### config.mk
export PLATFORM = sky130hd
export DESIGN_NAME = rmq_sqrt_cell
export DESIGN_NICKNAME = d
export VERILOG_FILES = /design/src/hw/rtl/rmq_pkg.sv /design/src/hw/rtl/rmq_sqrt_cell.sv
export SDC_FILE = /design/constraint.sdc
export NUM_CORES = 1
export LEC_CHECK = 0
export BUFFER_PORTS_ARGS = -buffer_cell sky130_fd_sc_hd__buf_2
export CORE_AREA = 2 2 182 184
export CTS_BUF_LIST = sky130_fd_sc_hd__clkbuf_16
export DETAILED_ROUTE_END_ITERATION = 12
export DIE_AREA = 0 0 184 186
export PLACE_DENSITY_LB_ADDON = 0.15
export SYNTH_ARGS = -nofsm -noshare
export SYNTH_HDL_FRONTEND = slang
export SYNTH_SLANG_ARGS = --single-unit
### constraint.sdc
create_clock -name clk -period 6.9 [get_ports clk]
set_input_delay 1.38 -clock clk [delete_from_list [all_inputs] [get_ports clk]]
set_output_delay 1.38 -clock clk [all_outputs]
set_load 0.02 [all_outputs]
### src/hw/rtl/rmq_pkg.sv
// ----------------------------------------------------------------------------
// rmq_pkg: shared types and constants
// Payload structs that travel along the square-root and divider cell chains.
// ----------------------------------------------------------------------------
`default_nettype none
package rmq_pkg;

  localparam int FRAC_BITS_DEF = 30;
  localparam int MW            = 32;  // matrix element width
  localparam int DW            = 33;  // off-diagonal sum or difference
  localparam int RW            = 35;  // trace or radicand
  localparam int VW            = 64;  // square-root operand
  localparam int SW            = 32;  // root and quotient width
  localparam int SQ_STEPS      = 32;  // one root bit per cell
  localparam int DV_STEPS      = 32;  // one quotient bit per cell
  localparam int LANES         = 3;

  // Index of the component that comes from the square root.
  localparam logic [1:0] IDX_X = 2'd0;
  localparam logic [1:0] IDX_Y = 2'd1;
  localparam logic [1:0] IDX_Z = 2'd2;
  localparam logic [1:0] IDX_W = 2'd3;

  localparam logic [0:0] REG_TRACE_THRESHOLD = 1'b0;
  localparam logic [30:0] THRESH_RESET = 31'd10737418;

  typedef struct packed {
    logic       vld;
    logic [1:0] sel;
  } ctl_t;

  typedef struct packed {
    ctl_t                 ctl;
    logic [VW-1:0]        v;
    logic [RW-1:0]        rem;
    logic [SW-1:0]        root;
    logic [LANES-1:0][DW-1:0] d;
  } sq_t;

  typedef struct packed {
    logic [RW-1:0] rem;
    logic [SW-1:0] nlo;
    logic [SW-1:0] q;
    logic          neg;
    logic          zero;
    logic          ovf;
  } lane_t;

  typedef struct packed {
    ctl_t                   ctl;
    logic [SW-1:0]          root;
    lane_t [LANES-1:0]      ln;
  } dv_t;

endpackage
`default_nettype wire

### src/hw/rtl/rmq_sqrt_cell.sv
// ----------------------------------------------------------------------------
// rmq_sqrt_cell: one digit of the square root
// Brings in two operand bits and decides one root bit per cycle while enabled.
// ----------------------------------------------------------------------------
`default_nettype none
module rmq_sqrt_cell import rmq_pkg::*; (
  input  wire logic clk,
  input  wire logic rst_n,
  input  wire logic en,
  input  sq_t       d_i,
  output sq_t       q_o
);

  logic [RW-1:0] r2, test;
  sq_t           q_r, q_nxt;

  // Trial subtraction of (root * 4 + 1).
  always_comb begin
    r2    = {d_i.rem[RW-3:0], d_i.v[VW-1 -: 2]};
    test  = {1'b0, d_i.root, 2'b01};
    q_nxt = d_i;
    q_nxt.v = d_i.v << 2;
    if (r2 >= test) begin
      q_nxt.rem  = r2 - test;
      q_nxt.root = {d_i.root[SW-2:0], 1'b1};
    end else begin
      q_nxt.rem  = r2;
      q_nxt.root = {d_i.root[SW-2:0], 1'b0};
    end
  end

  always_ff @(posedge clk) begin
    if (!rst_n) begin
      q_r.ctl.vld <= 1'b0;
    end else if (en) begin
      q_r <= q_nxt;
    end
  end

  assign q_o = q_r;

endmodule
`default_nettype wire

# Word-level counts from Yosys, hierarchy flattened
# Cells that the tools add are included.
totals:
  reg_bits: 231
  in_bits: 236
  output_inout_bits: 233
  elab_cells: 12
classes:
  addsub: 1
  magnitude_cmp: 1
  n_mux: 1
  reduce_logical: 1
op_table:
  columns: ["operator", "n"]
  rows:
  - ["two-way mux 67 bit", 1]
  - [">= comparator 35 x 34 -> 1 bit", 1]
  - ["subtractor 35 x 34 -> 35 bit", 1]
  - ["AND reduction 2 bit", 1]

# Depth between registers and ports, before layout
depth:
  ltp_word: 2
  ltp_mapped: 13
  depth_no_buf: 10

# Worst setup path before layout
# Ideal clock, no wire load.
synth_timing:
  path_kind: "input port to flip-flop"
  start: "input en"
  end: "register q_r (netlist bit q_o[0]), enable pin"
  arrival_ns: 6.586
  slack_ns: -0.305
  cell_stages: 1
  path_buffers: 0
  path_cell_list: "and2_1"
synth_between:
  elab_chain_cells: 1
synth_rtl:
  columns: ["item", "line", "rtl"]
  rows:
  - ["from (decl)", "rmq_sqrt_cell.sv:9", "input wire logic en,"]
  - ["AND reduction 2 bit (no line)", null, null]
  - ["to (signal assigned)", "rmq_sqrt_cell.sv:36", "q_r <= q_nxt;"]
  - ["to (decl)", "rmq_sqrt_cell.sv:15", "sq_t q_r, q_nxt;"]
# Every way passes these cells.
# A chain may end at the register's enable or synchronous reset.

==> run metrics <==
status finished, final reports clean; max-slew violations 0; Hold WC Path Type register to register; Critical Setup Path Class input pin to register; Critical Path Start d_i[121]; post-synthesis cell count 604; cell depth of the worst setup path 11; endpoint class of the critical path register; max_cap viols 0; adder-cell share of the synthesized area 0.0452; Syn. warnings 0; clock-pin slew on the worst setup and hold paths 0.06 ns; Post CTS Setup Buffer Count 0; xor/xnor cell area share of the yosys netlist 0.0289; CP endpoint q_o[153]; antenna viol nets, final 0; Synth Cell Area 9400 µm²; largest net degree at the start of global routing 140; initial antenna violation count 16; area delta synth->final 38.6%; worst-skew pair later-pin latency 0.53 ns; vias in the first global route 6682; RSZ-0062 raised after global routing false; number of synthesized flops with an enable pin 230; most frequent cell after synthesis edfxtp_1; area fraction of the dominant cell type after synthesis 0.735; top cells by area, synth edfxtp_1 (73%), ha_1 (4.5%), a21oi_1 (2.4%); Top FF cell, synth edfxtp_1; Final Cycle Share 0.608; final setup violation count 0; vias per inst 4.42; CTS tree built; Longest Clk Path Bufs 3; IO Pins 469; core area 32200 µm²; Resize count post-CTS 0; Die Y 186 µm; DR pass1 iterations 7; H-tree depth 1; post-synthesis simple-gate area fraction 0.0571; leading area contributor after synthesis edfxtp_1; FF-to-FF Start q_o[232]; multiplexer share of the synthesized area 0.0178; cell depth of the worst flop-to-flop path 2; Iteration-0 DRC Markers 369; Worst Max-Slew Pin Slew 0.920 ns; drt total wl 30400 µm; Peak VDD IR 0.183 mV; Initial Utilization 0.292; Buf/Inv on CP 3; CP max-delay cell o21ai_4; gpl congestion 0.774; nets 1358; die width 184 µm; clock sink count 231; GR Overflow Total 0; HPWL Detailed 23700 µm; GRT Util Overall 0.165; register area share after synthesis 0.737; crit-path leading delay family compound AO/OA/AOI/OAI gates; min Tclk post-route 4.20 ns; total negative setup slack 0 ns; total CTS buffers 27; number of filler cells placed in the layout 3147; WP data required 7.17 ns; # DRC 0; Util after Layout 0.405; largest family of logic cells by synthesized area compound AO/OA/AOI/OAI gates; CP Max Fanout 31; die area 34200 µm²; Clock Skew 0 ns; commonest cells in the netlist edfxtp_1 (230), a21oi_1 (46), inv_1 (46), nor2_1 (45), ha_1 (34); Netlist cell types 62; hold buffers post-CTS 0; post-synthesis async set-or-reset flop share 0; max reg flops 231; Critical Path Max Stage Delay 0.65 ns; R2R Path End q_o[232]; post-detailed-route wirelength per cell 19.9 µm; Root Buffer clkbuf_16; vias post-DR 6749; IO buf count 464; Static Leak 5.58 nW; Max Freq 0.238 GHz; post-synthesis compound-gate area fraction 0.0860; final hold vios 0; first-pass GRT wire length 41900 µm; CP cell instances buf_2 -> inv_1 -> ha_1 -> nand4_1 -> nand2b_1 -> or3_1 -> a211oi_2 -> o31ai_2 -> o21ai_4 -> buf_12 -> mux2_2; Worst slew margin 0.387; critical path arrival 4.47 ns; Yosys reg bits 231; Syn Area/Cell 15.6 µm²; R2R Setup Slk 6.28 ns; Cell Pwr Density 276 nW/µm²; Rows 66; startpoint types input pin; fraction of layout cells with a size suffix above 1 0.472
-- cells by family (layout without fill, tap and decap cells) --
kind of cell / after synthesis / after routing
muxes: 15 / 15
buffers and inverters: 59 / 563
and+or+nand+nor: 112 / 112
AOI/OAI and AO/OA: 121 / 121
xor gates and xnor gates: 31 / 31
DFF: 231 / 231
other: 1 / 11
adders and majority gates: 34 / 34
-- cell usage in the layout (no fill, tap or decap), drive strengths merged, types with 5 or more instances in the layout --
cell	netlist	routed
xor2	10	10
and3	5	5
mux2	11	11
o211ai	6	6
edfxtp	230	230
nand4	9	9
nor2	45	45
diode	0	9
xnor2	21	21
nand2	20	20
a21o	8	8
nor3	10	10
inv	46	55
clkbuf	2	27
clkinv	0	13
nor2b	5	5
o21ai	22	22
a21oi	50	50
buf	11	467
ha	34	34
-- cell type report --
type                       count  area [µm²]  share of cell area
antenna                        9        22.5             0.00173
clock buffer                  27         676              0.0518
clock inverter                23         126             0.00970
inverter                      46         173              0.0133
multi-input combinational    315        2230               0.171
sequential                   231        6930               0.532
tap                          408         510              0.0392
timing repair buffer         467        2370               0.182
-- worst min path at each step --
stage,cells past startpoint,endpoint,start,slack [ns]
6_report,2,q_o[232],q_o[232],0.55
5_1_grt,2,q_o[232],q_o[232],0.60
4_1_cts,2,q_o[232],q_o[232],0.55
3_5_place_dp,2,q_o[232],q_o[232],0.53
3_3_place_gp,2,q_o[232],q_o[232],0.50
2_1_floorplan,2,q_o[232],q_o[232],0.59
-- power by group --
group	internal [mW]	total (mW)	switching, mW
logic	0.220	0.599	0.379
registers	1.67	1.69	0.0212
clock network	0.742	1.31	0.565
total	2.63	3.60	0.966
-- routing by layer --
layer	GRT usage	part of all wire	up-vias
met5	0	0.0037	-
met4	0.0464	0.020	16
met3	0.0634	0.092	55
met2	0.304	0.52	261
met1	0.175	0.36	3150
li1	-	-	3267
-- stage by stage --
stage / hold WS [ns] / area, µm² / power (mW) / worst slack [ns] / instances
after floorplan: 0.589 / 9410 / 2.09 / 2.24 / 605
after global placement: 0.500 / 12200 / 2.32 / 2.13 / 1467
after detailed placement: 0.528 / 12200 / 2.33 / 2.09 / 1467
after CTS: 0.546 / 13000 / 3.65 / 2.64 / 1517
after global routing: 0.597 / 13000 / 3.76 / 2.48 / 1521
final: 0.546 / 13000 / 3.60 / 2.70 / 1526
-- worst register-to-register path, cell delays in order, from the launching register on --
cell	delay (ns)
dfxtp_1	0.30
mux2i_1	0.14
nor2b_1	0.07
No activity file was read; power rests on OpenSTA's default activity.
