==> src/hw/rtl/rmq_pkg.sv <==
// ----------------------------------------------------------------------------
// rmq_pkg: shared types and constants
// Payload structs that travel along the square-root and divider cell chains.
// ----------------------------------------------------------------------------
`default_nettype none
package rmq_pkg;

  localparam int FRAC_BITS_DEF = 30;
  localparam int MW            = 32;  // matrix element width
  localparam int DW            = 33;  // off-diagonal sum or difference
  localparam int RW            = 35;  // trace or radicand
  localparam int VW            = 64;  // square-root operand
  localparam int SW            = 32;  // root and quotient width
  localparam int SQ_STEPS      = 32;  // one root bit per cell
  localparam int DV_STEPS      = 32;  // one quotient bit per cell
  localparam int LANES         = 3;

  // Index of the component that comes from the square root.
  localparam logic [1:0] IDX_X = 2'd0;
  localparam logic [1:0] IDX_Y = 2'd1;
  localparam logic [1:0] IDX_Z = 2'd2;
  localparam logic [1:0] IDX_W = 2'd3;

  localparam logic [0:0] REG_TRACE_THRESHOLD = 1'b0;
  localparam logic [30:0] THRESH_RESET = 31'd10737418;

  typedef struct packed {
    logic       vld;
    logic [1:0] sel;
  } ctl_t;

  typedef struct packed {
    ctl_t                 ctl;
    logic [VW-1:0]        v;
    logic [RW-1:0]        rem;
    logic [SW-1:0]        root;
    logic [LANES-1:0][DW-1:0] d;
  } sq_t;

  typedef struct packed {
    logic [RW-1:0] rem;
    logic [SW-1:0] nlo;
    logic [SW-1:0] q;
    logic          neg;
    logic          zero;
    logic          ovf;
  } lane_t;

  typedef struct packed {
    ctl_t                   ctl;
    logic [SW-1:0]          root;
    lane_t [LANES-1:0]      ln;
  } dv_t;

endpackage
`default_nettype wire

==> src/hw/rtl/rmq_div_load.sv <==
// ----------------------------------------------------------------------------
// rmq_div_load: divider setup
// Forms magnitudes, shifted dividends and the early overflow test per lane.
// ----------------------------------------------------------------------------
`default_nettype none
module rmq_div_load import rmq_pkg::*; #(
  parameter int FRAC_BITS = FRAC_BITS_DEF
) (
  input  wire logic clk,
  input  wire logic rst_n,
  input  wire logic en,
  input  sq_t       d_i,
  output dv_t       q_o
);

  logic [DW-1:0]   mag [LANES];
  logic [VW-1:0]   num [LANES];
  logic [SW+1:0]   dvs;
  dv_t             q_r, q_nxt;

  always_comb begin
    dvs = {d_i.root, 2'b00};
    q_nxt.ctl  = d_i.ctl;
    q_nxt.root = d_i.root;
    for (int k = 0; k < LANES; k++) begin
      mag[k] = d_i.d[k][DW-1] ? (DW'(0) - d_i.d[k]) : d_i.d[k];
      num[k] = VW'(mag[k]) << FRAC_BITS;
      q_nxt.ln[k].neg  = d_i.d[k][DW-1];
      q_nxt.ln[k].zero = (d_i.d[k] == '0);
      // Quotient would reach 2^32 or the divisor is zero.
      q_nxt.ln[k].ovf  = {2'b00, num[k][VW-1:SW]} >= dvs;
      q_nxt.ln[k].rem  = RW'(num[k][VW-1:SW]);
      q_nxt.ln[k].nlo  = num[k][SW-1:0];
      q_nxt.ln[k].q    = '0;
    end
  end

  always_ff @(posedge clk) begin
    if (!rst_n) begin
      q_r.ctl.vld <= 1'b0;
    end else if (en) begin
      q_r <= q_nxt;
    end
  end

  assign q_o = q_r;

endmodule
`default_nettype wire

==> config.mk <==
export PLATFORM = sky130hd
export DESIGN_NAME = rmq_div_load
export DESIGN_NICKNAME = d
export VERILOG_FILES = /design/src/hw/rtl/rmq_pkg.sv /design/src/hw/rtl/rmq_div_load.sv
export SDC_FILE = /design/constraint.sdc
export NUM_CORES = 1
export LEC_CHECK = 0
export BUFFER_PORTS_ARGS = -buffer_cell sky130_fd_sc_hd__buf_2
export CAP_MARGIN = 20
export CORE_AREA = 3 3 221 223
export DETAILED_ROUTE_END_ITERATION = 16
export DIE_AREA = 0 0 224 226
export GPL_ROUTABILITY_DRIVEN = 0
export HOLD_SLACK_MARGIN = 0.08
export SLEW_MARGIN = 25
export SYNTH_ARGS = -nofsm -noshare
export SYNTH_HDL_FRONTEND = slang
export SYNTH_SLANG_ARGS = --single-unit
export TNS_END_PERCENT = 30
==> constraint.sdc <==
create_clock -name clk -period 6.05 [get_ports clk]
set_input_delay 0.605 -clock clk [delete_from_list [all_inputs] [get_ports clk]]
set_output_delay 0.605 -clock clk [all_outputs]
set_load 0.05 [all_outputs]
# Word level (Yosys, flattened, before mapping)
# Index checks and enable logic that the tools add are counted.
totals:
  reg_bits: 143
  inputBits: 236
  out_inout_bits: 341
  word_cells: 31
op_classes:
  add_sub_neg: 3
  n_lt_le_gt_ge: 3
  muxes: 3
  n_reduce_logical: 4
ops:
  columns: ["operator", "count"]
  rows:
  - ["31-bit by 34-bit >= comparator with 1-bit output", 3]
  - ["33-bit logical NOT", 3]
  - ["33-bit 2-to-1 mux", 3]
  - ["1-bit by 33-bit subtractor with 33-bit output (first input constant)", 3]
  - ["2-bit AND reduction", 1]

# Longest topological paths before layout
depth:
  word_depth: 3
  ltp_mapped: 16

# Worst setup path before layout
# Ideal clock, no wire load.
synth_path:
  kind: "in2reg"
  startpoint: "input en"
  endpoint: "register q_r (netlist bit q_o[0]), enable pin"
  setup_ns: 0.518
  arrival_ns: 3.850
  slack_ns: 1.682
  cell_stages: 1
  n_path_buf: 0
  cell_sequence: "and2_1"
synth_between:
  elab_chain_len: 1
synth_rtl:
  columns: ["element", "line_no", "text"]
  rows:
  - ["start, declared", "rmq_div_load.sv:11", "input wire logic en,"]
  - ["2-bit AND reduction (no source line)", null, null]
  - ["end signal, assigned", "rmq_div_load.sv:42", "q_r <= q_nxt;"]
  - ["end, declared", "rmq_div_load.sv:19", "dv_t q_r, q_nxt;"]
# No other way between the ends.
# A chain may end at the register's enable or synchronous reset.

==> results.ini <==
[run_status]
status=complete, no violations

[yosys]
syn_area_per_cell_um2=11.0
synth_edf_count=142
synth_seq_cells=143
syn_area_um2=9750
netlist-cell-type-count=52
synthArstFlopShare_pct=0
synth_cells=885
ys_seq_area_share_pct=43.9
ys.flop_type=edfxtp_1
yosysWarnings=0

[global_routing]
grt_max_degree=143
grt_pass1_wl_mm=44.3
grt_overflow=0
track_usage_pct=12.4
first_global_vias=6854
antenna_found_initial=14

[placement]
dpl.hpwl_mm=26.7
port_buffers=279
dpl_cell_area_um2=11100

[timing]
clock_skew_ns=0
period_share_pct=74.4
tns_ns=0
fin_crit_ns=4.50
drv_slew=0
fmax_mhz=222
rsz0062_at_grt=false
relSlewSlack_pct=28.3
tightest_slew_ns=1.06
hold_viol=0
setup_viol=0

[die]
die_y_um=226
io_pins=577
dieArea_um2=50600
start_util_pct=20.9
dieWidth_um=224
core_um2=46800
std_cell_rows=79

[worst_setup_path]
cp_slowest_cell=or4_1
critical_path_class=input port to flip-flop
end_kind=flip-flop
crit_path_max_fanout=6
crit_chain=buf_2 > or4_1 > or3_1 > or2_2 > or4_4 > o31ai_1 > xnor2_1 > ha_1 > nand2_1 > nor4_1 > buf_4 > nand4b_1 > o21ai_0 > o2111ai_1 > a21boi_0
start_kind=input port
worstPathArrival_ns=4.81
crit_required_ns=6.36
max_stage_delay_ns=0.57
r2r_cells=2

[final_layout]
layout_commonest_cell=buf_2
finish.instance_area_um2=11700
layout_common_cells=279 x buf_2, 198 x conb_1, 142 x edfxtp_1, 90 x ha_1, 83 x xnor2_1
nNetsFinal=1498
syn_to_final_growth_pct=20.1
drive_gt1_share_pct=27.6
largest_reg_flops=143

[detailed_routing]
wl_mm=32.2
drcViolationCount=0
vias_per_cell=4.03
dr.first_iter.drc_count=451
drtPass1Iterations=5
via_count=7257
ant_nets=0
wire_per_inst_um=17.9

[clocking]
h-tree-depth=4
holdBufCountCts=0
insertion_delay_ns=0.48
clkSinkCount=143
postCtsSetupBuffers=0
numCtsBuffers=17
cts_max_path_buffers=2
cts_tree=yes
cts-resized-gates=0
cts_root_buffer=clkbuf_16
cts.clk_slew.worst_paths_ns=0.07

[pwr]
leakage_nw=4.98
p_per_area_nw_per_um2=277
total_power_mw=3.25
ir_worst_vdd_mv=0.116

[job]
drv_cap=0

[hold_path]
min_path_cells=1
hp-class=input port to flip-flop

==> path summary, 6_finish.rpt <==
check	from	to	slack, ns
hold / removal	d_i[231]	q_o[339]$_DFFE_PP_	0.31
setup / recovery	d_i[76]	q_o[204]$_DFFE_PP_	1.55
setup reg to reg	q_o[340]$_SDFFE_PN0P_	q_o[340]$_SDFFE_PN0P_	5.47
hold reg to reg	q_o[340]$_SDFFE_PN0P_	q_o[340]$_SDFFE_PN0P_	0.52
==> critical path, delay by kind of cell <==
family | cells | cell delay (ns)
and+or+nand+nor | 7 | 2.43
AOI/OAI and AO/OA | 4 | 0.99
adders and majority gates | 1 | 0.32
buffers and inverters | 2 | 0.31
xor gates and xnor gates | 1 | 0.16
==> cell usage after synthesis, types with 7 or more instances <==
cell      number  area share, %
buf_4        198             15
nand3_1       13           0.67
a21o_1         9           0.69
a21oi_1       42            2.2
nor2b_1        7           0.45
nand2b_1       9           0.58
nor2_1        14           0.54
nand2_1       44            1.7
o41ai_1       10           0.90
ha_1          90             12
or4_1          7           0.54
nor4_1        12           0.77
edfxtp_1     142             44
o21ai_0       37            1.9
inv_1         39            1.5
or3_1         12           0.77
nor3_1         9           0.46
nand4_1       12           0.77
clkbuf_1      10           0.38
xnor2_1       83            7.5
xor2_1         7           0.63
o31ai_1       23            1.8
==> through the flow <==
step | cells | util, % | hold WS, ns | worst slack [ns]
4_1_cts | 1792 | 25.0 | 0.240 | 1.58
6_report | 1800 | 25.1 | 0.310 | 1.55
3_5_place_dp | 1760 | 23.8 | 0.515 | 1.07
3_3_place_gp | 1760 | 23.8 | 0.494 | 1.10
5_1_grt | 1793 | 25.0 | 0.271 | 1.35
2_1_floorplan | 1082 | - | 0.704 | 1.68
==> area by class of cell <==
type	instances	area, µm²
Multi-Input combinational cell	689	4520
Sequential cell	143	4280
Timing Repair Buffer	282	1430
Inverter	39	146
Antenna cell	8	20.0
Clock buffer	18	429
Fill cell	4998	35000
Clock inverter	14	120
Tap cell	607	759
==> metal layers <==
layer / up-vias / share of wire (%) / global-route usage, %
met1: 3373 / 39 / 13.8
met4: 14 / 2.3 / 4.91
met3: 46 / 9.6 / 4.78
met2: 419 / 49 / 21.3
li1: 3405 / - / -
met5: - / 0.33 / 0
==> cell families (layout without fill, tap and decap cells) <==
family,Yosys count,after routing,share of synthesized area (%)
xor+xnor,90,90,8.08
mux,1,1,0.103
fa+ha+maj,90,90,11.5
simple gates,165,165,9.38
other cells,1,206,0.0384
compound gates,145,145,9.61
flops,143,143,43.9
buf+inv,250,353,17.3
==> where the power goes <==
group | switching [mW] | internal [mW] | total (mW)
Combinational | 0.814 | 0.210 | 1.02
Clock | 0.486 | 0.536 | 1.02
Sequential | 0.0200 | 1.18 | 1.20
Power figures use the tool's default switching activity.
