$ cat src/hw/rtl/rmq_pkg.sv
// ----------------------------------------------------------------------------
// rmq_pkg: shared types and constants
// Payload structs that travel along the square-root and divider cell chains.
// ----------------------------------------------------------------------------
`default_nettype none
package rmq_pkg;

  localparam int FRAC_BITS_DEF = 30;
  localparam int MW            = 32;  // matrix element width
  localparam int DW            = 33;  // off-diagonal sum or difference
  localparam int RW            = 35;  // trace or radicand
  localparam int VW            = 64;  // square-root operand
  localparam int SW            = 32;  // root and quotient width
  localparam int SQ_STEPS      = 32;  // one root bit per cell
  localparam int DV_STEPS      = 32;  // one quotient bit per cell
  localparam int LANES         = 3;

  // Index of the component that comes from the square root.
  localparam logic [1:0] IDX_X = 2'd0;
  localparam logic [1:0] IDX_Y = 2'd1;
  localparam logic [1:0] IDX_Z = 2'd2;
  localparam logic [1:0] IDX_W = 2'd3;

  localparam logic [0:0] REG_TRACE_THRESHOLD = 1'b0;
  localparam logic [30:0] THRESH_RESET = 31'd10737418;

  typedef struct packed {
    logic       vld;
    logic [1:0] sel;
  } ctl_t;

  typedef struct packed {
    ctl_t                 ctl;
    logic [VW-1:0]        v;
    logic [RW-1:0]        rem;
    logic [SW-1:0]        root;
    logic [LANES-1:0][DW-1:0] d;
  } sq_t;

  typedef struct packed {
    logic [RW-1:0] rem;
    logic [SW-1:0] nlo;
    logic [SW-1:0] q;
    logic          neg;
    logic          zero;
    logic          ovf;
  } lane_t;

  typedef struct packed {
    ctl_t                   ctl;
    logic [SW-1:0]          root;
    lane_t [LANES-1:0]      ln;
  } dv_t;

endpackage
`default_nettype wire

$ cat src/hw/rtl/rmq_div_cell.sv
// ----------------------------------------------------------------------------
// rmq_div_cell: one quotient bit for three lanes
// Restoring division step against four times the root component.
// ----------------------------------------------------------------------------
`default_nettype none
module rmq_div_cell import rmq_pkg::*; (
  input  wire logic clk,
  input  wire logic rst_n,
  input  wire logic en,
  input  dv_t       d_i,
  output dv_t       q_o
);

  logic [RW-1:0] dvs;
  logic [RW-1:0] r2 [LANES];
  dv_t           q_r, q_nxt;

  always_comb begin
    dvs   = {1'b0, d_i.root, 2'b00};
    q_nxt = d_i;
    for (int k = 0; k < LANES; k++) begin
      r2[k] = {d_i.ln[k].rem[RW-2:0], d_i.ln[k].nlo[SW-1]};
      q_nxt.ln[k].nlo = d_i.ln[k].nlo << 1;
      if (r2[k] >= dvs) begin
        q_nxt.ln[k].rem = r2[k] - dvs;
        q_nxt.ln[k].q   = {d_i.ln[k].q[SW-2:0], 1'b1};
      end else begin
        q_nxt.ln[k].rem = r2[k];
        q_nxt.ln[k].q   = {d_i.ln[k].q[SW-2:0], 1'b0};
      end
    end
  end

  always_ff @(posedge clk) begin
    if (!rst_n) begin
      q_r.ctl.vld <= 1'b0;
    end else if (en) begin
      q_r <= q_nxt;
    end
  end

  assign q_o = q_r;

endmodule
`default_nettype wire

$ cat config.mk
export PLATFORM = sky130hd
export DESIGN_NAME = rmq_div_cell
export DESIGN_NICKNAME = d
export VERILOG_FILES = /design/src/hw/rtl/rmq_pkg.sv /design/src/hw/rtl/rmq_div_cell.sv
export SDC_FILE = /design/constraint.sdc
export NUM_CORES = 1
export LEC_CHECK = 0
export CAP_MARGIN = 30
export CORE_AREA = 2 2 263 265
export DETAILED_ROUTE_END_ITERATION = 10
export DIE_AREA = 0 0 265 267
export DONT_BUFFER_PORTS = 1
export MAX_ROUTING_LAYER = met4
export PLACE_DENSITY = 0.35
export SKIP_LAST_GASP = 1
export SYNTH_ARGS = -nofsm -noshare
export SYNTH_HDL_FRONTEND = slang
export SYNTH_SLANG_ARGS = --single-unit
export TNS_END_PERCENT = 50
$ cat constraint.sdc
create_clock -name clk -period 27.6 [get_ports clk]
set_clock_uncertainty 0.05 [all_clocks]
set_input_delay 2.76 -clock clk [delete_from_list [all_inputs] [get_ports clk]]
set_output_delay 2.76 -clock clk [all_outputs]
set_load 0.05 [all_outputs]
### After elaboration in Yosys (flattened, before gate mapping)

Cells that the tools add are included.
Widths: inputs -> output; s select.

* input bits: 344
* output and inout bits: 341
* word-level logic and storage cells: 34
* register bits after elaboration: 338

* reductions and logical operators: 1
* muxes and demuxes: 6
* $add $sub $neg: 3
* $lt $le $gt $ge: 3

Operators by type and width (number)
* $ge 35x34->1: 3
* $mux 35: 3
* $sub 35x34->35: 3
* $mux 1: 3
* $reduce_and 2->1: 1

### Longest topological paths before layout

* word-level depth: 2
* gate-level depth with buffers: 14
* mapped depth without buffers: 12

### Worst setup path after synthesis

No wires, ideal clock.

* kind: input-to-reg
* from: in en
* to: reg q_r, in the netlist q_o[0], enable pin
* path slack: 16458 ps
* data required time: 26809 ps
* library setup time: 741 ps
* stages on the path: 1
* data arrival time: 10351 ps
* path buffers: 0
* path through: and2_1

* word-level cells in the longest chain between the ends: 1

Ends and longest elaborated chain
* start: declaration: RTL line rmq_div_cell.sv:9 `input wire logic en,`
* $reduce_and 2->1 (no line)
* end signal: assignment: RTL line rmq_div_cell.sv:38 `q_r <= q_nxt;`
* end: declaration: RTL line rmq_div_cell.sv:16 `dv_t q_r, q_nxt;`

No other way between the ends.
A chain may end at the register's enable or synchronous reset.

==> results.yml <==
critical_path:
  crit_required_ns: 27.89
  r2r-end: "q_o[340]$_SDFFE_PN0P_"
  r2r_start: "q_o[340]$_SDFFE_PN0P_"
  arrival_ns: 6.55
  critical_path.startpoint: "d_i[315]"
  crit_fanout: 49
  end_kind: "flop"
  rr_worst_depth: 2
  criticalPathCategory: "input pin to flop"
  reg2reg_slack_ns: 26.59
  start_kind: "input pin"
placed_design:
  gp_congestion: 0.869
  dpl.hpwl_um: 53400
  io_buffer_count: 0
die:
  die-area_mm2: 0.0708
  initial_core_util_pct: 24.7
  fp.dieW_um: 265
  io_pins: 685
  num_rows: 96
  die_y_um: 267
  coreArea_mm2: 0.0680
timing:
  setup_violations: 0
  fin_crit_sh_pct: 22.7
  setup_tns_ns: 0
  maxSlewHeadroom_pct: 38.4
  grt_setup_unrepaired: "false"
  maxSlewViolCount: 0
  worst_slew_pin_slew_ns: 0.924
  post-route-min-period_ns: 6.27
  max_freq_ghz: 0.160
  hold_viol: 0
pwr:
  netSwitchingFraction_pct: 34.1
  power_density_mw_per_mm2: 79.8
  p_leak_nw: 6.85
  ir_drop_mv: 0.0377
  p_switching_w: 0.000523
  seq_power_share_pct: 51.3
  pwr-share-clk_pct: 36.3
  p_total_w: 0.00153
  internal_power_w: 0.00101
  comb_power_share_pct: 12.4
synthesis:
  synth-async-reset-ratio_pct: 0
  ys_types: 74
  ys_warn_count: 0
  ys.flop_type: "edfxtp_1"
  synth_edf_count: 337
  synth_seq_area_share_pct: 60.4
  synth_cells: 1362
  ys_ff_latch: 338
  syn_area_mm2: 0.0168
  avgSynthCellArea_um2: 12.3
final_layout:
  fin_nets: 1811
  syn_to_final_growth_pct: 14.4
  final_cell_mix: "edfxtp_1, nand2_1, o21ai_0, ha_1, a21oi_1"
  drive_above_1_share_pct: 8.27
  utilization_pct: 28.3
  largest_reg_flops: 338
  final_common_cell: "edfxtp_1"
clock_tree:
  holdBufCountCts: 0
  cts_max_path_buffers: 3
  cts_tree: "built"
  cts.sinks: 338
  clk_latency_ns: 0.57
  htreeDepth: 2
  clkSlewWorstSetupHoldPaths_ns: 0.06
  root_buffer: "clkbuf_16"
  post_cts_buffers: 0
  cts_buffers: 43
  cts.repair.resized: 0
hold_path:
  holdPathEnd: "q_o[340]$_SDFFE_PN0P_"
  hp-class: "flop to flop"
  worstHoldPathCells: 2
  hold_path.startpoint: "q_o[340]$_SDFFE_PN0P_"
global_routing:
  grt_start_max_net_pins: 134
  grt_antenna_before_repair: 13
  grt_first_pass_wirelength_um: 87900
  grt_pass1_vias: 11300
  grt_usage_pct: 18.3
  grt_overflow: 0
routing:
  drc_errors: 0
  totalWireLength_um: 65400
  wl_met2_um: 35500
  dr.pass1.iters: 5
  routed.top_layer: "met4"
  wire_per_inst_um: 28.4
  met1Wirelength_um: 21400
  vias_per_cell: 4.77
  vias: 11000
  first_iter_violations: 611
  antenna_left: 0
  met3_length_um: 6390
run:
  drv_cap: 0
status:
  status: "finished clean"
routing by layer:
layer	global-route usage (%)	vias to the layer above
li1	-	5181
met1	16.6	5279
met2	33.7	414
met3	8.05	91
met4	6.47	0
met5	-	-
power groups by stage:
| stage | Clock, W | Combinational [W] | Sequential (W) |
|---|---|---|---|
| global route | 0.000593 | 0.000215 | 0.000791 |
| global placement | 0 | 0.000192 | 0.000802 |
| finish | 0.000556 | 0.000190 | 0.000787 |
| detailed placement | 0 | 0.000191 | 0.000800 |
| CTS | 0.000579 | 0.000193 | 0.000791 |
| floorplan | 0 | 0.000144 | 0.000786 |
how the worst max path moves through the flow:
stage,end,cells past startpoint
CTS,q_o[280]$_DFFE_PP_,11
detailed placement,q_o[280]$_DFFE_PP_,11
global placement,q_o[280]$_DFFE_PP_,11
global route,q_o[280]$_DFFE_PP_,11
floorplan,q_o[0]$_DFFE_PP_,1
finish,q_o[280]$_DFFE_PP_,11
area by class of cell:
| type | count | area (µm²) |
|---|---|---|
| Fill cell | 6916 | 48800 |
| Sequential cell | 338 | 10100 |
| Multi-Input combinational cell | 918 | 6230 |
| Clock buffer | 49 | 1130 |
| Tap cell | 882 | 1100 |
| Clock inverter | 31 | 267 |
| Inverter | 59 | 221 |
| Timing Repair Buffer | 8 | 92.6 |
| Antenna cell | 14 | 35.0 |
metrics by stage:
stage | area [µm²] | cells | worst slack (ns) | hold WS (ns)
floorplan | 16800 | 1364 | 16.46 | 0.693
global route | 19200 | 2299 | 21.18 | 0.757
finish | 19200 | 2299 | 21.33 | 0.728
CTS | 19200 | 2284 | 21.29 | 0.730
global placement | 17800 | 2204 | 20.62 | 0.721
detailed placement | 17800 | 2204 | 20.65 | 0.721
cell usage after synthesis (5+ instances only):
master,number,share of area [%]
ha_1,96,7.1
buf_2,9,0.27
a31oi_1,14,0.52
o21ai_0,96,2.9
a21oi_1,92,2.7
a41oi_1,5,0.26
clkbuf_1,30,0.67
nand2_1,151,3.4
nor4_1,6,0.22
edfxtp_1,337,60
nor3_1,16,0.48
and3_1,13,0.48
nand4_1,13,0.48
o21bai_1,18,0.80
o21ai_1,24,0.71
xnor2_1,42,2.2
nand2b_1,13,0.48
nor2_1,55,1.2
o21a_1,16,0.71
a31o_2,5,0.26
mux2_2,5,0.34
xor2_1,39,2.0
nor2b_1,17,0.63
a21o_1,53,2.4
o31ai_1,15,0.67
nand3_1,17,0.51
buf_4,6,0.27
o21ai_2,11,0.57
inv_1,58,1.3
worst max-delay path: stages:
cell	delay (ns)
inv_1	0.13
ha_1	0.43
and3_2	0.27
nand4_1	0.31
o31ai_2	0.68
a211oi_2	0.24
o31a_1	0.35
o41a_2	0.55
buf_4	0.34
inv_2	0.12
mux2_1	0.31
logic make-up after synthesis:
logic type,count (synthesis),share of synthesized area (%)
AO/OA/AOI/OAI,400,15.5
XOR/XNOR,81,4.22
adder cells (fa/ha/maj),99,7.51
buffers and inverters,108,2.79
flip-flops,338,60.4
multiplexers,11,0.707
other,1,0.0223
AND/OR/NAND/NOR,324,8.94
(Power assumes the default switching activity.)
