--- src/hw/rtl/rmq_pkg.sv ---
// ----------------------------------------------------------------------------
// rmq_pkg: shared types and constants
// Payload structs that travel along the square-root and divider cell chains.
// ----------------------------------------------------------------------------
`default_nettype none
package rmq_pkg;

  localparam int FRAC_BITS_DEF = 30;
  localparam int MW            = 32;  // matrix element width
  localparam int DW            = 33;  // off-diagonal sum or difference
  localparam int RW            = 35;  // trace or radicand
  localparam int VW            = 64;  // square-root operand
  localparam int SW            = 32;  // root and quotient width
  localparam int SQ_STEPS      = 32;  // one root bit per cell
  localparam int DV_STEPS      = 32;  // one quotient bit per cell
  localparam int LANES         = 3;

  // Index of the component that comes from the square root.
  localparam logic [1:0] IDX_X = 2'd0;
  localparam logic [1:0] IDX_Y = 2'd1;
  localparam logic [1:0] IDX_Z = 2'd2;
  localparam logic [1:0] IDX_W = 2'd3;

  localparam logic [0:0] REG_TRACE_THRESHOLD = 1'b0;
  localparam logic [30:0] THRESH_RESET = 31'd10737418;

  typedef struct packed {
    logic       vld;
    logic [1:0] sel;
  } ctl_t;

  typedef struct packed {
    ctl_t                 ctl;
    logic [VW-1:0]        v;
    logic [RW-1:0]        rem;
    logic [SW-1:0]        root;
    logic [LANES-1:0][DW-1:0] d;
  } sq_t;

  typedef struct packed {
    logic [RW-1:0] rem;
    logic [SW-1:0] nlo;
    logic [SW-1:0] q;
    logic          neg;
    logic          zero;
    logic          ovf;
  } lane_t;

  typedef struct packed {
    ctl_t                   ctl;
    logic [SW-1:0]          root;
    lane_t [LANES-1:0]      ln;
  } dv_t;

endpackage
`default_nettype wire

--- src/hw/rtl/rmq_front.sv ---
// ----------------------------------------------------------------------------
// rmq_front: branch select and operand setup
// Picks the root component, forms its radicand and the three pair terms.
// ----------------------------------------------------------------------------
`default_nettype none
module rmq_front import rmq_pkg::*; #(
  parameter int FRAC_BITS = FRAC_BITS_DEF
) (
  input  wire logic             clk,
  input  wire logic             rst_n,
  input  wire logic             en,
  input  wire logic             in_vld,
  input  wire logic [9*MW-1:0]  mat,
  input  wire logic [30:0]      thresh,
  output sq_t                   q_o
);

  logic signed [RW-1:0] e [9];
  logic signed [RW-1:0] one_c, t, rad_x, rad_y, rad_z, rad;
  logic                 a_gt_b, a_gt_c, b_gt_c, br_w;
  logic [1:0]           sel;
  logic signed [DW-1:0] p01, p02, p12, n12, n20, n01;
  logic [LANES-1:0][DW-1:0] d;
  logic [VW-1:0]        v;
  sq_t                  q_r, q_nxt;

  // Sign-extend the nine elements.
  always_comb begin
    for (int i = 0; i < 9; i++) begin
      e[i] = RW'($signed(mat[i*MW +: MW]));
    end
  end

  // Trace, radicands and branch choice.
  always_comb begin
    one_c  = RW'(1) <<< FRAC_BITS;
    t      = e[0] + e[4] + e[8] + one_c;
    rad_x  = one_c + e[0] - e[4] - e[8];
    rad_y  = one_c + e[4] - e[8] - e[0];
    rad_z  = one_c + e[8] - e[0] - e[4];
    a_gt_b = e[0] > e[4];
    a_gt_c = e[0] > e[8];
    b_gt_c = e[4] > e[8];
    br_w   = t > $signed({4'b0, thresh});
    if (br_w) begin
      sel = IDX_W;
      rad = t;
    end else if (a_gt_b && a_gt_c) begin
      sel = IDX_X;
      rad = rad_x;
    end else if (!a_gt_b && b_gt_c) begin
      sel = IDX_Y;
      rad = rad_y;
    end else begin
      sel = IDX_Z;
      rad = rad_z;
    end
  end

  // Off-diagonal pair terms, ordered as the non-root components.
  always_comb begin
    p01 = DW'(e[1]) + DW'(e[3]);
    p02 = DW'(e[2]) + DW'(e[6]);
    p12 = DW'(e[5]) + DW'(e[7]);
    n12 = DW'(e[5]) - DW'(e[7]);
    n20 = DW'(e[6]) - DW'(e[2]);
    n01 = DW'(e[1]) - DW'(e[3]);
    case (sel)
      IDX_W:   d = {n01, n20, n12};
      IDX_X:   d = {n12, p02, p01};
      IDX_Y:   d = {n20, p12, p01};
      default: d = {n01, p12, p02};
    endcase
  end

  // A negative radicand is clamped to zero.
  always_comb begin
    v = rad[RW-1] ? '0 : (VW'(rad[RW-2:0]) << (FRAC_BITS - 2));
    q_nxt.ctl.vld = in_vld;
    q_nxt.ctl.sel = sel;
    q_nxt.v       = v;
    q_nxt.rem     = '0;
    q_nxt.root    = '0;
    q_nxt.d       = d;
  end

  always_ff @(posedge clk) begin
    if (!rst_n) begin
      q_r.ctl.vld <= 1'b0;
    end else if (en) begin
      q_r <= q_nxt;
    end
  end

  assign q_o = q_r;

endmodule
`default_nettype wire

--- config.mk ---
export PLATFORM = sky130hd
export DESIGN_NAME = rmq_front
export DESIGN_NICKNAME = d
export VERILOG_FILES = /design/src/hw/rtl/rmq_pkg.sv /design/src/hw/rtl/rmq_front.sv
export SDC_FILE = /design/constraint.sdc
export NUM_CORES = 1
export LEC_CHECK = 0
export BUFFER_PORTS_ARGS = -buffer_cell sky130_fd_sc_hd__clkbuf_2
export CORE_AREA = 3 3 289 320
export CTS_CLUSTER_SIZE = 40
export DETAILED_ROUTE_END_ITERATION = 6
export DIE_AREA = 0 0 292 323
export PLACE_DENSITY_LB_ADDON = 0.12
export SYNTH_ARGS = -nofsm -noshare
export SYNTH_HDL_FRONTEND = slang
export SYNTH_SLANG_ARGS = --single-unit
--- constraint.sdc ---
create_clock -name clk -period 14 [get_ports clk]
set_input_delay 0 -clock clk [delete_from_list [all_inputs] [get_ports clk]]
set_output_delay 0 -clock clk [all_outputs]
set_load 0.02 [all_outputs]
Yosys cells after proc, flatten, opt, wreduce, memory -nomap -nowiden
Index checks and enable logic that the tools add are counted.
{"block": "classes", "n_addsub": 18, "order_cmp": 4, "n_eq_ne": 2, "n_mux": 7, "reduce_logical": 5}
{"cell": "99-bit case mux with 3 select lines", "count": 1}
{"cell": "32-bit by 32-bit adder with 33-bit output", "count": 4}
{"cell": "35-bit 2-to-1 mux", "count": 3}
{"cell": "34-bit by 32-bit subtractor with 35-bit output", "count": 3}
{"cell": "33-bit by 32-bit subtractor with 34-bit output", "count": 3}
{"cell": "32-bit by 32-bit adder with 33-bit output, first input constant", "count": 3}
{"cell": "32-bit by 32-bit subtractor with 33-bit output", "count": 3}
{"cell": "32-bit greater-than comparator", "count": 3}
{"cell": "34-bit by 32-bit adder with 35-bit output, second input constant", "count": 1}
{"cell": "35-bit by 32-bit greater-than comparator with 1-bit output", "count": 1}
{"cell": "33-bit by 32-bit adder with 34-bit output", "count": 1}
{"cell": "2-bit 2-to-1 mux", "count": 3}
{"cell": "2-bit by 1-bit equality test with 1-bit output, second input constant", "count": 1}
{"cell": "2-bit equality test, second input constant", "count": 1}
{"cell": "1-bit logical AND", "count": 2}
{"cell": "2-bit logical NOT", "count": 1}
{"cell": "2-bit AND reduction", "count": 1}
{"cell": "1-bit logical NOT", "count": 1}
{"block": "word_totals", "regBits": 166, "input_bits": 323, "out_inout_bits": 233}

Depth between registers and ports, before layout
Gate-level depths: netlist of the first run.
{"block": "depth", "depth_word": 8, "ltp_mapped": 30}

Least setup slack after synthesis of the first run
Ideal clock, no wire load.
{"block": "synth_path", "path_type": "input to register", "startpoint": "input mat[2]", "endpoint": "register q_r, in the netlist q_o[36], data pin", "t_arrival_ns": 5.279, "slack_ns": 8.455, "stages": 29, "path_buffers": 1, "cell_sequence": "inv_1 -> fa_1 -> inv_1 -> ha_1 -> ha_1 -> inv_1 -> fa_1 -> nand2b_1 -> a21o_1 -> a31oi_1 -> o21ai_0 -> a21boi_0 -> o21ai_0 -> nand2b_1 -> a21oi_1 -> o21ai_0 -> xor2_1 -> ha_1 -> nand4_1 -> nor2_1 -> a221oi_1 -> o211ai_1 -> a21oi_1 -> a31oi_1 -> o41a_1 -> buf_2 -> or3_1 -> a21oi_1 -> a221oi_1"}
{"element": "start, declared", "line": "rmq_front.sv:13", "text": "input wire logic [9*MW-1:0] mat,"}
{"element": "end signal, assigned", "line": "rmq_front.sv:91", "text": "q_r <= q_nxt;"}
{"element": "end, declared", "line": "rmq_front.sv:25", "text": "sq_t q_r, q_nxt;"}

==> flow_summary.yaml, run 1 <==
outcome:
  status: "completed"
hold_path:
  hp-class: "primary input to flip-flop"
clock_tree:
  cts_buffers: 17
  cts_tree: "built"
  post_cts_buffers: 0
  cts_hold_buf: 2
  insertion_delay_ns: 0.45
  post_cts_resized: 0
  cts_htree_levels: 4
  cts_root_buffer: "clkbuf_16"
  cts.sinks: 136
  clkTransAtPathRegs_ns: 0.07
  cts_max_path_buffers: 2
sta:
  tns_ns: 0
  clock_skew_ns: 0
  fin_crit_ns: 7.37
  slew_headroom_pct: 32.6
  fin_crit_sh_pct: 52.7
  rsz0062_at_grt: "false"
  worst_pin_slew_ns: 0.998
  fin_ws_ns: 6.63
  slew_violations: 0
  report.final.hold_viol_count: 0
  setup-violations-final: 0
  whs_ns: 0.0430
  clock.fmax_mhz: 136
synthesis:
  synthTopCellsByArea: "ha_1 26%, edfxtp_1 13%, fa_1 8.6%"
  syn_area_per_cell_um2: 8.36
  netlist_area_um2: 32100
  yosysTopAreaCell: "ha_1"
  yosysTopAreaCellShare_pct: 25.9
  synth-seq-area-share_pct: 12.7
  ys_ff_latch: 136
  synthSimpleGateAreaFrac_pct: 12.4
  synth_commonest_cells: "665 x ha_1, 409 x inv_1, 325 x a21oi_1"
  synth_top_family_by_area: "adder cells"
  yosysMostFrequentCell: "ha_1"
  ys_types: 98
  synth.area.mux_share_pct: 0.811
  yosys_warnings: 0
  async_flop_share_pct: 0
  synth_cells: 3841
  ys.flop_type: "edfxtp_1"
  synth_xor_area_share_pct: 7.45
  synth_compound_area_share_pct: 23.2
  synth_edf_count: 135
  yosys.area_share.adder_pct: 34.5
layout:
  fin_nets: 5330
  fillers: 9315
  largest_reg_flops: 136
  n_antenna_cell: 0
  drive_above_1_share_pct: 13.5
  area_growth_pct: 11.2
  layout.cells.non_filler: 5386
placed_design:
  io_buffer_count: 458
  place_ws_ns: 6.11
  gp_congestion: 0.909
  dp_cells: 5353
  post-dp-hpwl_um: 100000
route:
  ant_nets: 0
  drtPass1Iterations: 5
  drt_wl_total_um: 119000
  drc: 0
  drtIter0Drc: 1766
  viasPerCell: 5.34
  wl_per_cell_um: 22.1
  vias: 28800
worst_setup_path:
  cpPeakStageDelay_ns: 0.57
  cp_slowest_cell: "fa_1"
  worst_setup_path_end_kind: "flip-flop"
  r2r-start: "q_o[232]$_SDFFE_PN0P_"
  crit_buf_inv: 5
  crit_fanout: 174
  endpoint: "q_o[35]$_DFFE_PP_"
  critPathRequiredTime_ns: 14.18
  startpoint_type: "primary input"
  startpoint: "mat[2]"
  critPathArrivalTime_ns: 7.55
  reg2reg_to: "q_o[232]$_SDFFE_PN0P_"
  critical_path_class: "primary input to flip-flop"
  reg2reg_depth: 3
  reg2reg_setup_slack_ns: 12.85
  worstSetupPathDepth: 30
  crit_family: "compound AO/OA/AOI/OAI gates"
floorplanning:
  fp.dieH_um: 323
  num_rows: 115
  die_area_um2: 94300
  initial_utilization_pct: 35.9
  chipWidth_um: 292
  coreArea_um2: 89400
  io_pins: 556
global_routing:
  grt_max_degree: 175
  antenna_found_initial: 1
  gr-total-overflow: 0
  grt_pass1_wl_um: 176000
  track_usage_pct: 24.5
  grt_pass1_vias: 28700
power:
  ir_drop_uv: 114
  p_total_mw: 3.91
  power_leakage_nw: 17.4
  powerDensity_nw_per_um2: 109
flow_run:
  cap_violations: 0
-- worst min-delay path by stage --
stage / startpoint / to / depth (start not counted)
CTS: mat[224] / q_o[0]$_DFFE_PP_ / 3
finish: mat[224] / q_o[0]$_DFFE_PP_ / 3
detailed placement: rst_n / q_o[232]$_SDFFE_PN0P_ / 2
global route: mat[224] / q_o[0]$_DFFE_PP_ / 3
floorplan: rst_n / q_o[232]$_SDFFE_PN0P_ / 1
global placement: rst_n / q_o[232]$_SDFFE_PN0P_ / 2
-- per-stage QoR --
stage                     util (%)  cell area, um^2
after floorplan                  -            32500
after global placement        39.3            35100
after detailed placement      39.3            35100
after CTS                     40.0            35700
after global routing          40.0            35700
final                         40.0            35700
-- layer usage --
layer | up-vias | part of all wire, % | GRT usage (%)
met5 | - | 0 | 0
met4 | 0 | 2.2 | 5.85
met3 | 91 | 5.0 | 2.05
met2 | 878 | 48 | 42.5
met1 | 13700 | 45 | 32.9
li1 | 14100 | - | -
-- tightest hold or removal path, cell delays in order --
cell and delay (ns):
clkbuf_2 0.09, ha_1 0.16, a21oi_1 0.07
-- power breakdown --
part	internal (mW)	switching, mW
clock network	0.264	0.218
registers	0.604	0.0694
logic	1.03	1.73
-- layout make-up --
class	count	area, um^2	area share, %
multi-input cells	3157	25600	71.6
flip-flops and latches	136	4070	11.4
repair buffers	481	2480	6.95
inverters	411	1540	4.32
well taps	1170	1460	4.10
clock buffers	18	429	1.20
clock inverters	13	146	0.410
-- cells in the final DEF (no fill, tap or decap), types with 97 or more instances in the layout --
master / count
xnor2_1: 192
fa_1: 138
nand2_1: 211
inv_1: 409
o21ai_0: 178
edfxtp_1: 135
conb_1: 97
nor2_1: 264
a21oi_1: 325
a21o_1: 111
ha_1: 665
clkbuf_2: 458
-- cell families (layout without fill, tap and decap cells) --
group	count (synthesis)	in the layout
AOI/OAI and AO/OA	1125	1125
and+or+nand+nor	834	834
adders and majority gates	803	803
buffers and inverters	644	923
xor gates and xnor gates	273	273
DFF	136	136
muxes	25	25
other	1	97
Note: power is estimated with default switching activity, not from simulation.
==> inputs of run 2 (changes only) <==
==> constraint.sdc (replaced) <==
create_clock -name clk -period 7.4 [get_ports clk]
set_input_delay 0 -clock clk [delete_from_list [all_inputs] [get_ports clk]]
set_output_delay 0 -clock clk [all_outputs]
set_load 0.02 [all_outputs]
==> run 2 against run 1 <==
Net effect: cell count is 0.24% higher; global-route usage is essentially flat; sequential share of layout area barely moved; combinational power rose by 88%; worst setup slack worse by 5.6 ns; count of clock-buffer cells in the layout is 1 lower; die area unchanged; largest cell class unchanged.
==> flow_summary.yaml, run 2 (same netlist as run 1, synthesis figures left out) <==
floorplanning:
  die_area_um2: 94300
  num_rows: 115
  io_pins: 556
  chipWidth_um: 292
  fp.dieH_um: 323
  coreArea_um2: 89400
  initial_utilization_pct: 35.9
layout:
  final_cell_mix: "665 x ha_1, 458 x clkbuf_2, 409 x inv_1"
  layout.cells.non_filler: 5399
  n_antenna_cell: 0
  largest_reg_flops: 136
  fin_nets: 5342
  final_common_cell: "ha_1"
  drive_above_1_share_pct: 13.8
  fillers: 9325
  area_growth_pct: 11.6
hold_path:
  hp-class: "primary input to flip-flop"
  min_path_cells: 3
  hp-start: "mat[224]"
power:
  p_total_mw: 7.38
  ir_drop_uv: 159
  power_leakage_nw: 17.5
  powerDensity_nw_per_um2: 206
sta:
  slew_violations: 0
  rsz0062_at_grt: "false"
  whs_ns: 0.0620
  clock.fmax_mhz: 157
  fin_crit_sh_pct: 86.0
  tns_ns: 0
  worst_pin_slew_ns: 1.11
  report.final.hold_viol_count: 0
  fin_crit_ns: 6.36
  clock_skew_ns: 0
  slew_headroom_pct: 25.0
  setup-violations-final: 0
  fin_ws_ns: 1.04
clock_tree:
  insertion_delay_ns: 0.45
  cts_buffers: 17
  cts_root_buffer: "clkbuf_16"
  cts_max_path_buffers: 2
  clkTransAtPathRegs_ns: 0.07
  cts_tree: "built"
  cts_htree_levels: 4
  post_cts_resized: 0
  cts.sinks: 136
placed_design:
  gp_congestion: 0.932
  io_buffer_count: 458
  post-dp-hpwl_um: 103000
  place_ws_ns: 0.636
  dp_cells: 5365
global_routing:
  track_usage_pct: 24.4
  gr-total-overflow: 0
  grt_pass1_wl_um: 176000
  grt_max_degree: 76
  grt_pass1_vias: 28700
  antenna_found_initial: 2
outcome:
  status: "completed"
worst_setup_path:
  reg2reg_depth: 3
  crit_fanout: 37
  reg2reg_setup_slack_ns: 6.24
  r2r-start: "q_o[232]$_SDFFE_PN0P_"
  cpPeakStageDelay_ns: 0.58
  critPathRequiredTime_ns: 7.59
  cpMostUsedCell: "buf_4"
  startpoint: "mat[2]"
  critPathArrivalTime_ns: 6.55
  startpoint_type: "primary input"
  worst_setup_path_end_kind: "flip-flop"
  cp_slowest_cell: "fa_1"
  critical_path_class: "primary input to flip-flop"
route:
  wl_met2_um: 57400
  vias: 28700
  drc: 0
  drt_wl_total_um: 119000
  highest_layer: "met4"
  met3_length_um: 5840
  viasPerCell: 5.32
  drtPass1Iterations: 5
  wl_per_cell_um: 22.1
  drtIter0Drc: 1637
  met1_length_um: 53000
  ant_nets: 0
flow_run:
  cap_violations: 0
[run 2: changes by cell type in the layout (fill, tap and decap cells not counted), sizes merged]
cell / delta
clkinvlp: -2
inv: +3
clkinv: +1
buf: +12
clkbuf: -1
[run 2: final timing paths]
kind | end
min reg2reg | q_o[232]$_SDFFE_PN0P_
max | q_o[197]$_SDFFCE_PP0P_
min | q_o[0]$_DFFE_PP_
max reg2reg | q_o[232]$_SDFFE_PN0P_
[run 2: repair_timing]
item	in CTS	in global routing
hold endpoints to repair	1	0
buffers inserted	0	0
hold buffers	2	0
[run 2: routing by layer]
| layer | up-vias | track usage, % |
|---|---|---|
| met3 | 94 | 2.41 |
| li1 | 14100 | - |
| met4 | 0 | 6.40 |
| met2 | 833 | 42.7 |
| met1 | 13700 | 32.3 |
| met5 | - | 0 |
[run 2: power by group]
group          internal [mW]  switching (mW)
sequential              1.14           0.150
clock                  0.504           0.402
combinational           1.96            3.22
[run 2: final cells by class]
type                    count  area, um^2  area share (%)
flip-flops and latches    136        4070            11.4
clock inverters            15         164           0.458
multi-input cells        3157       25600            71.4
inverters                 411        1540            4.31
clock buffers              17         425            1.19
repair buffers            493        2580            7.22
well taps                1170        1460            4.09
[run 2: critical path: cells and delay by family]
kind / cells / cell delay [ns]
AO/OA/AOI/OAI: 13 / 2.12
XOR/XNOR: 1 / 0.14
adder cells (fa/ha/maj): 5 / 1.81
buffers and inverters: 8 / 1.63
AND/OR/NAND/NOR: 4 / 0.79
[run 2: per-stage QoR]
| step | cell area, um^2 | utilization [%] |
|---|---|---|
| after floorplan | 32500 | - |
| after global placement | 35200 | 39.4 |
| after detailed placement | 35200 | 39.4 |
| after CTS | 35800 | 40.1 |
| after global routing | 35800 | 40.1 |
| final | 35800 | 40.1 |
